## src/vrhc_pkg.sv

```systemverilog
// Shared widths and register indexes for the heat colormap pipeline.
package vrhc_pkg;

  localparam int unsigned SAMPLE_WIDTH  = 32;
  localparam int unsigned FRACTION_BITS = 16;

  localparam int unsigned CFG_W   = 32;
  localparam int unsigned PADDR_W = 3;

  // clamped span and distance from the upper bound, one guard bit
  localparam int unsigned DEN_W      = SAMPLE_WIDTH + 1;
  // 5 * num needs three more bits; hue / 60 lies in [0, 5 * 2^F]
  localparam int unsigned PROD_EXTRA = 3;
  localparam int unsigned PROD_W     = DEN_W + PROD_EXTRA;
  localparam int unsigned QUOT_W     = FRACTION_BITS + PROD_EXTRA;
  localparam int unsigned SECT_W     = QUOT_W - FRACTION_BITS;

  localparam logic [0:0] REG_RANGE_LOW  = 1'b0;
  localparam logic [0:0] REG_RANGE_HIGH = 1'b1;

endpackage

```

## src/vrhc_div.sv

```systemverilog
// Pipelined restoring divider, one quotient bit per stage.
module vrhc_div (
  input  logic                          clk_i,
  input  logic                          rst_ni,
  input  logic [vrhc_pkg::DEN_W-1:0]    den_i,
  input  logic                          in_valid_i,
  output logic                          in_ready_o,
  input  logic [vrhc_pkg::PROD_W-1:0]   prod_i,
  output logic                          out_valid_o,
  input  logic                          out_ready_i,
  output logic [vrhc_pkg::QUOT_W-1:0]   quot_o
);
  import vrhc_pkg::*;

  localparam int unsigned NST = QUOT_W;

  logic [DEN_W-1:0]  stg_rem  [NST];
  logic [QUOT_W-1:0] stg_bits [NST];
  logic [QUOT_W-1:0] stg_quot [NST];
  logic              stg_vld  [NST];
  logic              stg_rdy  [NST];

  for (genvar i = 0; i < NST; i++) begin : g_stage
    logic [DEN_W-1:0]  rem_s;
    logic [QUOT_W-1:0] bits_s;
    logic [QUOT_W-1:0] quot_s;
    logic              vld_s;
    logic              nxt_rdy;
    logic [DEN_W:0]    trial;
    logic              ge;
    logic              vld_q;
    logic [DEN_W-1:0]  rem_q;
    logic [QUOT_W-1:0] bits_q;
    logic [QUOT_W-1:0] quot_q;

    if (i == 0) begin : g_first
      assign rem_s  = prod_i[PROD_W-1:PROD_EXTRA];
      assign bits_s = {prod_i[PROD_EXTRA-1:0], {FRACTION_BITS{1'b0}}};
      assign quot_s = '0;
      assign vld_s  = in_valid_i;
    end else begin : g_next
      assign rem_s  = stg_rem[i-1];
      assign bits_s = stg_bits[i-1];
      assign quot_s = stg_quot[i-1];
      assign vld_s  = stg_vld[i-1];
    end

    if (i == NST - 1) begin : g_last
      assign nxt_rdy = out_ready_i;
    end else begin : g_mid
      assign nxt_rdy = stg_rdy[i+1];
    end

    assign trial = {rem_s, bits_s[QUOT_W-1]};
    assign ge    = trial >= {1'b0, den_i};

    assign stg_rdy[i] = !vld_q || nxt_rdy;

    always_ff @(posedge clk_i or negedge rst_ni) begin
      if (!rst_ni) begin
        vld_q <= 1'b0;
      end else if (stg_rdy[i]) begin
        vld_q <= vld_s;
      end
    end

    always_ff @(posedge clk_i) begin
      if (stg_rdy[i] && vld_s) begin
        rem_q  <= ge ? DEN_W'(trial - {1'b0, den_i}) : trial[DEN_W-1:0];
        bits_q <= {bits_s[QUOT_W-2:0], 1'b0};
        quot_q <= {quot_s[QUOT_W-2:0], ge};
      end
    end

    assign stg_vld[i]  = vld_q;
    assign stg_rem[i]  = rem_q;
    assign stg_bits[i] = bits_q;
    assign stg_quot[i] = quot_q;
  end

  assign in_ready_o  = stg_rdy[0];
  assign out_valid_o = stg_vld[NST-1];
  assign quot_o      = stg_quot[NST-1];

endmodule

```

## src/value_to_rgb_heat_colormap.sv

```systemverilog
// Heat colormap top level: APB range registers, clamp, divide and HSV sector pipeline.
// Pipeline: 3 front stages, 19 divider stages and 1 output register between
//   input transfer and output tvalid, one bit of hue/60 per divider stage.
// Throughput: one transfer per cycle; stalls fill bubbles before blocking input.
// Reset: range_low = 0, range_high = 65535, pipeline emptied; a register write
//   reaches samples through the registered bounds and span.
module value_to_rgb_heat_colormap (
  input  logic                           clk_i,
  input  logic                           rst_ni,
  input  logic                           psel,
  input  logic                           penable,
  input  logic                           pwrite,
  input  logic [vrhc_pkg::PADDR_W-1:0]   paddr,
  input  logic [vrhc_pkg::CFG_W-1:0]     pwdata,
  output logic [vrhc_pkg::CFG_W-1:0]     prdata,
  output logic                           pready,
  input  logic                           s_axis_tvalid,
  output logic                           s_axis_tready,
  input  logic [31:0]                    s_axis_tdata,  // [31:0] sample
  output logic                           m_axis_tvalid,
  input  logic                           m_axis_tready,
  output logic [23:0]                    m_axis_tdata   // [7:0] red, [15:8] green, [23:16] blue
);
  import vrhc_pkg::*;

  localparam int unsigned SW = SAMPLE_WIDTH;

  // sector + 1 as taken from the top bits of hue / 60
  localparam logic [SECT_W-1:0] SECT_WRAP = SECT_W'(0);
  localparam logic [SECT_W-1:0] SECT_RY   = SECT_W'(1);
  localparam logic [SECT_W-1:0] SECT_YG   = SECT_W'(2);
  localparam logic [SECT_W-1:0] SECT_GC   = SECT_W'(3);
  localparam logic [SECT_W-1:0] SECT_CB   = SECT_W'(4);
  localparam logic [SECT_W-1:0] SECT_BM   = SECT_W'(5);

  // configuration
  logic [CFG_W-1:0] lo_cfg_q, hi_cfg_q;
  logic             wr_en;

  assign pready = 1'b1;
  assign wr_en  = psel && penable && pwrite && pready;
  assign prdata = (paddr[2] == REG_RANGE_HIGH) ? hi_cfg_q : lo_cfg_q;

  always_ff @(posedge clk_i or negedge rst_ni) begin
    if (!rst_ni) begin
      lo_cfg_q <= '0;
      hi_cfg_q <= CFG_W'(65535);
    end else if (wr_en) begin
      if (paddr[2] == REG_RANGE_HIGH) begin
        hi_cfg_q <= pwdata;
      end else begin
        lo_cfg_q <= pwdata;
      end
    end
  end

  // effective bounds and span
  logic signed [SW:0] lo_s, hi_s, hie_d;
  logic signed [SW:0] lo_q, hie_q;
  logic [DEN_W-1:0]   den_q;

  assign lo_s  = {lo_cfg_q[SW-1], lo_cfg_q[SW-1:0]};
  assign hi_s  = {hi_cfg_q[SW-1], hi_cfg_q[SW-1:0]};
  assign hie_d = (hi_s <= lo_s) ? lo_s + (SW+1)'(1) : hi_s;

  always_ff @(posedge clk_i or negedge rst_ni) begin
    if (!rst_ni) begin
      lo_q  <= '0;
      hie_q <= (SW+1)'(65535);
      den_q <= DEN_W'(65535);
    end else begin
      lo_q  <= lo_s;
      hie_q <= hie_d;
      den_q <= DEN_W'(hie_d - lo_s);
    end
  end

  // front stages: clamp, distance from top, times five
  logic               p1_vld_q, p2_vld_q, p3_vld_q;
  logic               p1_rdy, p2_rdy, p3_rdy;
  logic signed [SW:0] v_s;
  logic signed [SW:0] vc_q;
  logic [DEN_W-1:0]   num_q;
  logic [PROD_W-1:0]  prod_q;
  logic               div_in_rdy, div_vld, out_rdy;
  logic [QUOT_W-1:0]  div_quot;

  assign v_s = {s_axis_tdata[SW-1], s_axis_tdata[SW-1:0]};

  assign p3_rdy        = !p3_vld_q || div_in_rdy;
  assign p2_rdy        = !p2_vld_q || p3_rdy;
  assign p1_rdy        = !p1_vld_q || p2_rdy;
  assign s_axis_tready = p1_rdy;

  always_ff @(posedge clk_i or negedge rst_ni) begin
    if (!rst_ni) begin
      p1_vld_q <= 1'b0;
      p2_vld_q <= 1'b0;
      p3_vld_q <= 1'b0;
    end else begin
      if (p1_rdy) begin
        p1_vld_q <= s_axis_tvalid;
      end
      if (p2_rdy) begin
        p2_vld_q <= p1_vld_q;
      end
      if (p3_rdy) begin
        p3_vld_q <= p2_vld_q;
      end
    end
  end

  always_ff @(posedge clk_i) begin
    if (p1_rdy && s_axis_tvalid) begin
      if (v_s < lo_q) begin
        vc_q <= lo_q;
      end else if (v_s > hie_q) begin
        vc_q <= hie_q;
      end else begin
        vc_q <= v_s;
      end
    end
    if (p2_rdy && p1_vld_q) begin
      num_q <= DEN_W'(hie_q - vc_q);
    end
    if (p3_rdy && p2_vld_q) begin
      prod_q <= {1'b0, num_q, 2'b00} + {{PROD_EXTRA{1'b0}}, num_q};
    end
  end

  vrhc_div u_div (
    .clk_i       (clk_i),
    .rst_ni      (rst_ni),
    .den_i       (den_q),
    .in_valid_i  (p3_vld_q),
    .in_ready_o  (div_in_rdy),
    .prod_i      (prod_q),
    .out_valid_o (div_vld),
    .out_ready_i (out_rdy),
    .quot_o      (div_quot)
  );

  // sector select and channel scaling
  logic [SECT_W-1:0]          sect;
  logic [FRACTION_BITS-1:0]   frac;
  logic [FRACTION_BITS:0]     qv;
  logic [FRACTION_BITS+7:0]   t_mul;
  logic [FRACTION_BITS+8:0]   q_mul;
  logic [7:0]                 t_ch, q_ch;
  logic [7:0]                 red_d, green_d, blue_d;
  logic                       out_vld_q;
  logic [23:0]                tdata_q;

  assign sect  = div_quot[QUOT_W-1:FRACTION_BITS];
  assign frac  = div_quot[FRACTION_BITS-1:0];
  assign qv    = {1'b1, {FRACTION_BITS{1'b0}}} - {1'b0, frac};
  assign t_mul = {frac, 8'h00} - {8'h00, frac};
  assign q_mul = {qv, 8'h00} - {8'h00, qv};
  assign t_ch  = t_mul[FRACTION_BITS+7:FRACTION_BITS];
  assign q_ch  = q_mul[FRACTION_BITS+7:FRACTION_BITS];

  always_comb begin
    unique case (sect)
      SECT_RY: begin red_d = 8'hFF; green_d = t_ch;  blue_d = 8'h00; end
      SECT_YG: begin red_d = q_ch;  green_d = 8'hFF; blue_d = 8'h00; end
      SECT_GC: begin red_d = 8'h00; green_d = 8'hFF; blue_d = t_ch;  end
      SECT_CB: begin red_d = 8'h00; green_d = q_ch;  blue_d = 8'hFF; end
      SECT_BM: begin red_d = t_ch;  green_d = 8'h00; blue_d = 8'hFF; end
      SECT_WRAP: begin red_d = 8'hFF; green_d = 8'h00; blue_d = q_ch; end
      default: begin red_d = 8'hFF; green_d = 8'h00; blue_d = q_ch; end
    endcase
  end

  assign out_rdy = !out_vld_q || m_axis_tready;

  always_ff @(posedge clk_i or negedge rst_ni) begin
    if (!rst_ni) begin
      out_vld_q <= 1'b0;
    end else if (out_rdy) begin
      out_vld_q <= div_vld;
    end
  end

  always_ff @(posedge clk_i) begin
    if (out_rdy && div_vld) begin
      tdata_q <= {blue_d, green_d, red_d};
    end
  end

  assign m_axis_tvalid = out_vld_q;
  assign m_axis_tdata  = tdata_q;

  a_den_nonzero: assert property (@(posedge clk_i) disable iff (!rst_ni)
    den_q != '0)
    else $error("span register is zero");

  a_ready_when_drained: assert property (@(posedge clk_i) disable iff (!rst_ni)
    !out_vld_q |-> s_axis_tready)
    else $error("input blocked while output register is empty");

  a_color_full_sat: assert property (@(posedge clk_i) disable iff (!rst_ni)
    m_axis_tvalid |->
      (m_axis_tdata[7:0] == 8'hFF || m_axis_tdata[15:8] == 8'hFF ||
       m_axis_tdata[23:16] == 8'hFF) &&
      (m_axis_tdata[7:0] == 8'h00 || m_axis_tdata[15:8] == 8'h00 ||
       m_axis_tdata[23:16] == 8'h00))
    else $error("color lacks a full or an empty channel");

endmodule
```

## config.mk

```make
export PLATFORM = sky130hd
export DESIGN_NAME = value_to_rgb_heat_colormap
export DESIGN_NICKNAME = d
export VERILOG_FILES = /design/src/vrhc_pkg.sv /design/src/vrhc_div.sv /design/src/value_to_rgb_heat_colormap.sv
export SDC_FILE = /design/constraint.sdc
export NUM_CORES = 2
export LEC_CHECK = 0
export BUFFER_PORTS_ARGS = -buffer_cell sky130_fd_sc_hd__buf_4
export CORE_ASPECT_RATIO = 1.75
export CORE_MARGIN = 5
export CORE_UTILIZATION = 50
export DETAILED_ROUTE_END_ITERATION = 10
export GPL_TIMING_DRIVEN = 1
export PLACE_DENSITY_LB_ADDON = 0.12
export SLEW_MARGIN = 20
export SYNTH_ARGS = -nofsm -noshare
export SYNTH_HDL_FRONTEND = slang
export SYNTH_SLANG_ARGS = --single-unit
```

## constraint.sdc

```tcl
create_clock -name clk_i -period 11.1 [get_ports clk_i]
set_input_delay 1.11 -clock clk_i [delete_from_list [all_inputs] [get_ports clk_i]]
set_output_delay 1.11 -clock clk_i [all_outputs]
set_load 0.05 [all_outputs]
```

Word level (Yosys, flattened, before mapping)
Index checks and enable logic that the tools add are counted.
{ "totals": {"reg_bits": 1098, "inputBits": 74, "output_inout_bits": 59, "word_cells": 241} }
{ "op_classes": {"addsub": 25, "order_cmp": 22, "n_eq_ne": 5, "n_mux": 25, "n_bitwise": 1, "reduce_logical": 77} }
{ "op_table": {"columns": ["op", "count"], "rows": [
  ["2-to-1 mux 33 bit", 21],
  ["greater-or-equal comparator 34 x 33 -> 1 bit", 19],
  ["subtractor 33 bit", 19],
  ["one-hot mux 8 bit (3 select lines)", 3],
  ["adder 35 x 33 -> 36 bit", 1],
  ["adder 32 x 2 -> 33 bit, second input constant", 1],
  ["> comparator 32 x 33 -> 1 bit", 1],
  ["subtractor 33 x 32 -> 33 bit", 1],
  ["less-or-equal comparator 32 bit", 1],
  ["< comparator 32 bit", 1],
  ["2-to-1 mux 32 bit", 1],
  ["logical AND 1 bit", 25],
  ["subtractor 24 x 16 -> 24 bit", 1],
  ["subtractor 24 x 17 -> 24 bit", 1],
  ["logical NOT 1 bit", 23],
  ["logical OR 1 bit", 23],
  ["subtractor 17 x 16 -> 17 bit, first input constant", 1],
  ["OR reduction 2 bit", 4],
  ["equality test 3 x 2 -> 1 bit, second input constant", 2],
  ["equality test 3 bit, second input constant", 2],
  ["AND reduction 2 bit", 2],
  ["equality test 3 x 1 -> 1 bit, second input constant", 1],
  ["inverter 1 bit", 1]
]} }

Longest topological paths before layout
{ "logic_depth": {"depth_word": 25, "ltp_mapped": 27, "depth_no_buf": 26} }

Hierarchy
Synthesis repeated with hierarchy kept, for this count alone.
{ "hier_totals": {"cells_unflattened": 8033, "hier_area_um2": 80123.1} }
{ "modules_own_cells": {"columns": ["module", "n_inst", "cells_per_inst", "area_per_inst_um2", "seq_area_each_um2"], "rows": [
  ["vrhc_div", 1, 6092, 60818.3, 24108.1],
  ["value_to_rgb_heat_colormap", 1, 1941, 19304.8, 7997.7]
]} }

Worst setup path before layout
OpenSTA, ideal clock, no wires.
{ "synth_path": {"kind": "register to register", "from": "register lo_cfg_q[7]", "to": "register den_q[31]", "setup_time_ns": 0.080, "arrival_ns": 5.365, "t_required_ns": 11.020, "setup_slack_ns": 5.655, "stages_incl_launch_ff": 26, "path_buffers": 2, "synth_period_minus_slack_ns": 5.445, "path_cell_list": "dfrtp_1 > inv_1 > ha_1 > a211o_1 > a21oi_1 > o21ai_0 > a31oi_1 > o221ai_1 > a21oi_1 > nor2_1 > o211ai_1 > clkbuf_1 > clkbuf_1 > nor2_1 > a21oi_1 > ha_1 > a21o_1 > a21o_1 > a21oi_1 > a31oi_1 > o41ai_1 > o21ai_0 > a211oi_1 > nor2_1 > a221oi_1 > xnor2_1"} }
{ "synth_via": {"elab_chain_cells": 3, "elab_cells_between_ends": 4, "cone_classes": "add/sub (2); order compare (1); mux (1)"} }
{ "synth_lines": {"columns": ["element", "line_no", "source"], "rows": [
  ["start: declaration", "value_to_rgb_heat_colormap.sv:37", "logic [CFG_W-1:0] lo_cfg_q, hi_cfg_q;"],
  ["start signal: assignment", "value_to_rgb_heat_colormap.sv:52", "lo_cfg_q <= pwdata;"],
  ["adder 32 x 2 -> 33 bit or less-or-equal comparator 32 bit (tied branches)", "value_to_rgb_heat_colormap.sv:64", "assign hie_d = (hi_s <= lo_s) ? lo_s + (SW+1)'(1) : hi_s;"],
  ["2-to-1 mux 33 bit (*)", "value_to_rgb_heat_colormap.sv:64", null],
  ["via hie_d[7]", "value_to_rgb_heat_colormap.sv:58", "logic signed [SW:0] lo_s, hi_s, hie_d;"],
  ["subtractor 33 x 32 -> 33 bit (*)", "value_to_rgb_heat_colormap.sv:74", "den_q <= DEN_W'(hie_d - lo_s);"],
  ["end signal: assignment", "value_to_rgb_heat_colormap.sv:74", null],
  ["end: declaration", "value_to_rgb_heat_colormap.sv:60", "logic [DEN_W-1:0] den_q;"]
]} }
The timed path passes the listed nets; every way through them passes the cells marked *.
A chain may end at the register's enable or synchronous reset.

Worst setup path after layout
{ "layout_path": {"from": "register lo_cfg_q[14]", "to": "register den_q[32]"} }
{ "layout_via": {"elab_chain_cells": 3, "elab_cells_between_ends": 4, "cone_classes": "add/sub (2); order compare (1); mux (1)"} }
{ "layout_lines": {"columns": ["element", "line_no"], "rows": [
  ["adder 32 x 2 -> 33 bit or less-or-equal comparator 32 bit (tied branches)", "value_to_rgb_heat_colormap.sv:64"],
  ["2-to-1 mux 33 bit", "value_to_rgb_heat_colormap.sv:64"],
  ["subtractor 33 x 32 -> 33 bit (*)", "value_to_rgb_heat_colormap.sv:74"]
]} }
Mark *: on every way between the ends. The rest lies on a longest branch, timed or not.

==> qor.yml <==
outcome:
  outcome: "completed"
drt:
  firstDrtPassIters: 7
  drc: 0
  drt_wl_total_mm: 242
  vias: 61900
  antenna_left: 0
  avgViaCountPerCell: 6.07
  wl_per_cell_um: 23.7
  drt-initial-drc-count: 2857
global_routing:
  grt_max_degree: 118
  grt.met3_usage_pct: 3.06
  grt_pass1_wl_mm: 362
  antenna_found_initial: 5
  busiest_layer: "met2"
  grt_use_met1_pct: 19.4
  grt_pass1_vias: 66300
  met2_usage_pct: 60.1
  grt_use_total_pct: 28.6
  grt-ovfl-total: 0
timing:
  finalMaxSlewViolations: 0
  relSlewSlack_pct: 16.7
  fin_crit_sh_pct: 66.8
  hold_viol: 0
  final-setup-viol-count: 0
  rsz0062_at_grt: "no"
  period_minus_slack_ns: 7.41
  tns_ns: 0
  fmax_mhz: 135
  fin_worst_skew_ns: 0.0562
  tightest_slew_ns: 1.25
floorplanning:
  core_area_mm2: 0.156
  io_pins: 133
  start_util_pct: 50.2
  die_area_mm2: 0.165
  rows: 192
  die_h_um: 534
  die_w_um: 309
clock_network:
  cts_setup_buffers: 0
  postCtsHoldBufs: 0
  cts_sinks: 1098
  clockBufferDepth: 3
  cts_resized: 0
  clk_latency_ns: 0.82
  clkTransAtPathRegs_ns: 0.06
  htreeDepth: 3
  cts_tree: "built"
  cts-root-buf: "clkbuf_16"
  cts_buffers: 112
setup_path:
  arrival_ns: 8.09
  r2r-start: "lo_cfg_q[14]"
  path_class: "register to register"
  cp-end-kind: "register"
  crit_top_cell: "a21oi_1"
  critPathLaunchType: "register"
  r2r-end: "den_q[32]"
  slowest_stage: "o31ai_1"
  critPathMaxFanout: 39
  cp_top_family: "compound AO/OA/AOI/OAI gates"
  reg2reg_depth: 27
  reg2reg_slack_ns: 3.69
  required_ns: 11.77
  slowest_delay_ns: 0.81
  path_buf_inv: 4
placement:
  place.gp.congestion: 0.978
  port_buffers: 129
  dp_hpwl_mm: 196
synth:
  yosysTopAreaCell: "edfxtp_1"
  ys_types: 94
  synthTopCellsByCount: "edfxtp_1 (913), ha_1 (836), nand2_1 (708), a21oi_1 (672), o21ai_0 (635)"
  synth_async_sr_flop_share_pct: 16.8
  yosysSeqAreaShare_pct: 41.0
  ys_warn_count: 0
  yosysMostFrequentCell: "edfxtp_1"
  synth_edf_count: 913
  synth_top_cell_area_share_pct: 35.0
  synth_flop_cell: "edfxtp_1"
  yosys-top-cells-area: "edfxtp_1 (35%), ha_1 (13%), dfrtp_1 (4.4%)"
  synth_fp_nets: 8833
  synth_area_per_cell_um2: 9.92
  syn_area_mm2: 0.0784
  synth_cells: 7902
  yosys_register_bits: 1098
cells_and_area:
  layout-drive-gt1-share_pct: 9.24
  syn_to_final_growth_pct: 9.77
  fin_nets: 8989
run:
  maxCapViolations: 0
min_path:
  min_path_type: "primary input to asynchronous set/reset pin"
## flip-flops by register name, indices dropped and copies added, names as in the netlist, 32 cells and up
| name | cells |
|---|---|
| lo_cfg_q | 32 |
| hi_cfg_q | 32 |
| den_q | 33 |
| u_div.g_stage.quot_q | 161 |
| hie_q | 33 |
| u_div.g_stage.rem_s | 33 |
| lo_q | 32 |
| num_q | 33 |
| prod_q | 36 |
| vc_q | 33 |
| u_div.g_stage.rem_q | 561 |
## cell type report
| class | count | area (µm²) |
|---|---|---|
| clock inverter | 74 | 958 |
| tap | 2037 | 2550 |
| timing repair buffer | 224 | 1690 |
| inverter | 356 | 1340 |
| multi-input combinational | 6266 | 44400 |
| antenna | 4 | 10.0 |
| clock buffer | 140 | 2990 |
| sequential | 1098 | 32100 |
| fill | 13800 | 70100 |
## cell families (layout without fill, tap and decap cells)
family / Yosys count / count (layout) / share of synthesized area [%]
AOI/OAI and AO/OA: 2383 / 2383 / 18.9
and+or+nand+nor: 2162 / 2162 / 13.2
DFF: 1098 / 1098 / 41.0
adders and majority gates: 857 / 857 / 13.9
xor gates and xnor gates: 609 / 609 / 6.80
buffers and inverters: 538 / 794 / 2.63
muxes: 254 / 254 / 3.58
other: 1 / 5 / 0.00478
## how the worst max path moves through the flow
stage,startpoint,endpoint,cells after the start
4_1_cts,lo_cfg_q[14],den_q[32],27
2_1_floorplan,lo_cfg_q[7],den_q[31],25
5_1_grt,lo_cfg_q[14],den_q[32],27
3_3_place_gp,lo_cfg_q[14],den_q[32],27
6_report,lo_cfg_q[14],den_q[32],27
3_5_place_dp,lo_cfg_q[14],den_q[32],27
## worst register-to-register path, delay by kind of cell (launching register included)
family                     cells  cell delay [ns]
xor gates and xnor gates       1             0.13
DFF                            1             0.46
buffers and inverters          4             0.71
and+or+nand+nor                5             1.20
AOI/OAI and AO/OA             14             4.01
adders and majority gates      3             0.78
## routing by layer
layer / wire [µm] / vias up
met2: 141000 / 1401
met1: 63800 / 29900
li1: - / 29700
met4: 31300 / 0
met3: 6020 / 878
met5: 0 / -
## cells in the final DEF, fill, tap and decap left out, types with 21 or more instances in the layout
| cell | n |
|---|---|
| a211o_1 | 25 |
| a211oi_1 | 53 |
| a21o_1 | 367 |
| a21oi_1 | 672 |
| a221oi_1 | 27 |
| a31oi_1 | 62 |
| and2_1 | 33 |
| and3_1 | 67 |
| and4_1 | 22 |
| buf_4 | 223 |
| clkbuf_1 | 22 |
| clkbuf_16 | 114 |
| clkinv_2 | 25 |
| dfrtp_1 | 137 |
| dfstp_2 | 48 |
| edfxtp_1 | 913 |
| fa_1 | 21 |
| ha_1 | 836 |
| inv_1 | 353 |
| mux2_2 | 203 |
| mux2i_1 | 41 |
| nand2_1 | 708 |
| nand2b_1 | 154 |
| nand3_1 | 147 |
| nand4_1 | 114 |
| nand4b_1 | 21 |
| nor2_1 | 499 |
| nor2b_1 | 107 |
| nor3_1 | 130 |
| nor4_1 | 24 |
| o211ai_1 | 23 |
| o21a_1 | 106 |
| o21ai_0 | 634 |
| o21ai_1 | 33 |
| o21bai_1 | 64 |
| o31ai_1 | 76 |
| or2_2 | 27 |
| or3_1 | 34 |
| xnor2_1 | 379 |
| xor2_1 | 230 |
## through the flow
step | setup WS (ns) | util [%] | instance area, µm² | cells | hold WS, ns
2_1_floorplan | 5.66 | - | 78400 | 7902 | 0.369
3_3_place_gp | 3.72 | 52.6 | 82100 | 9981 | 0.378
3_5_place_dp | 3.73 | 52.6 | 82100 | 9981 | 0.386
4_1_cts | 3.70 | 55.1 | 86000 | 10200 | 0.400
5_1_grt | 3.37 | 55.1 | 86000 | 10200 | 0.421
6_report | 3.69 | 55.1 | 86000 | 10200 | 0.397
Power is not shown: default switching activity piles up to over one toggle a cycle in this logic, so the estimate is an artifact.
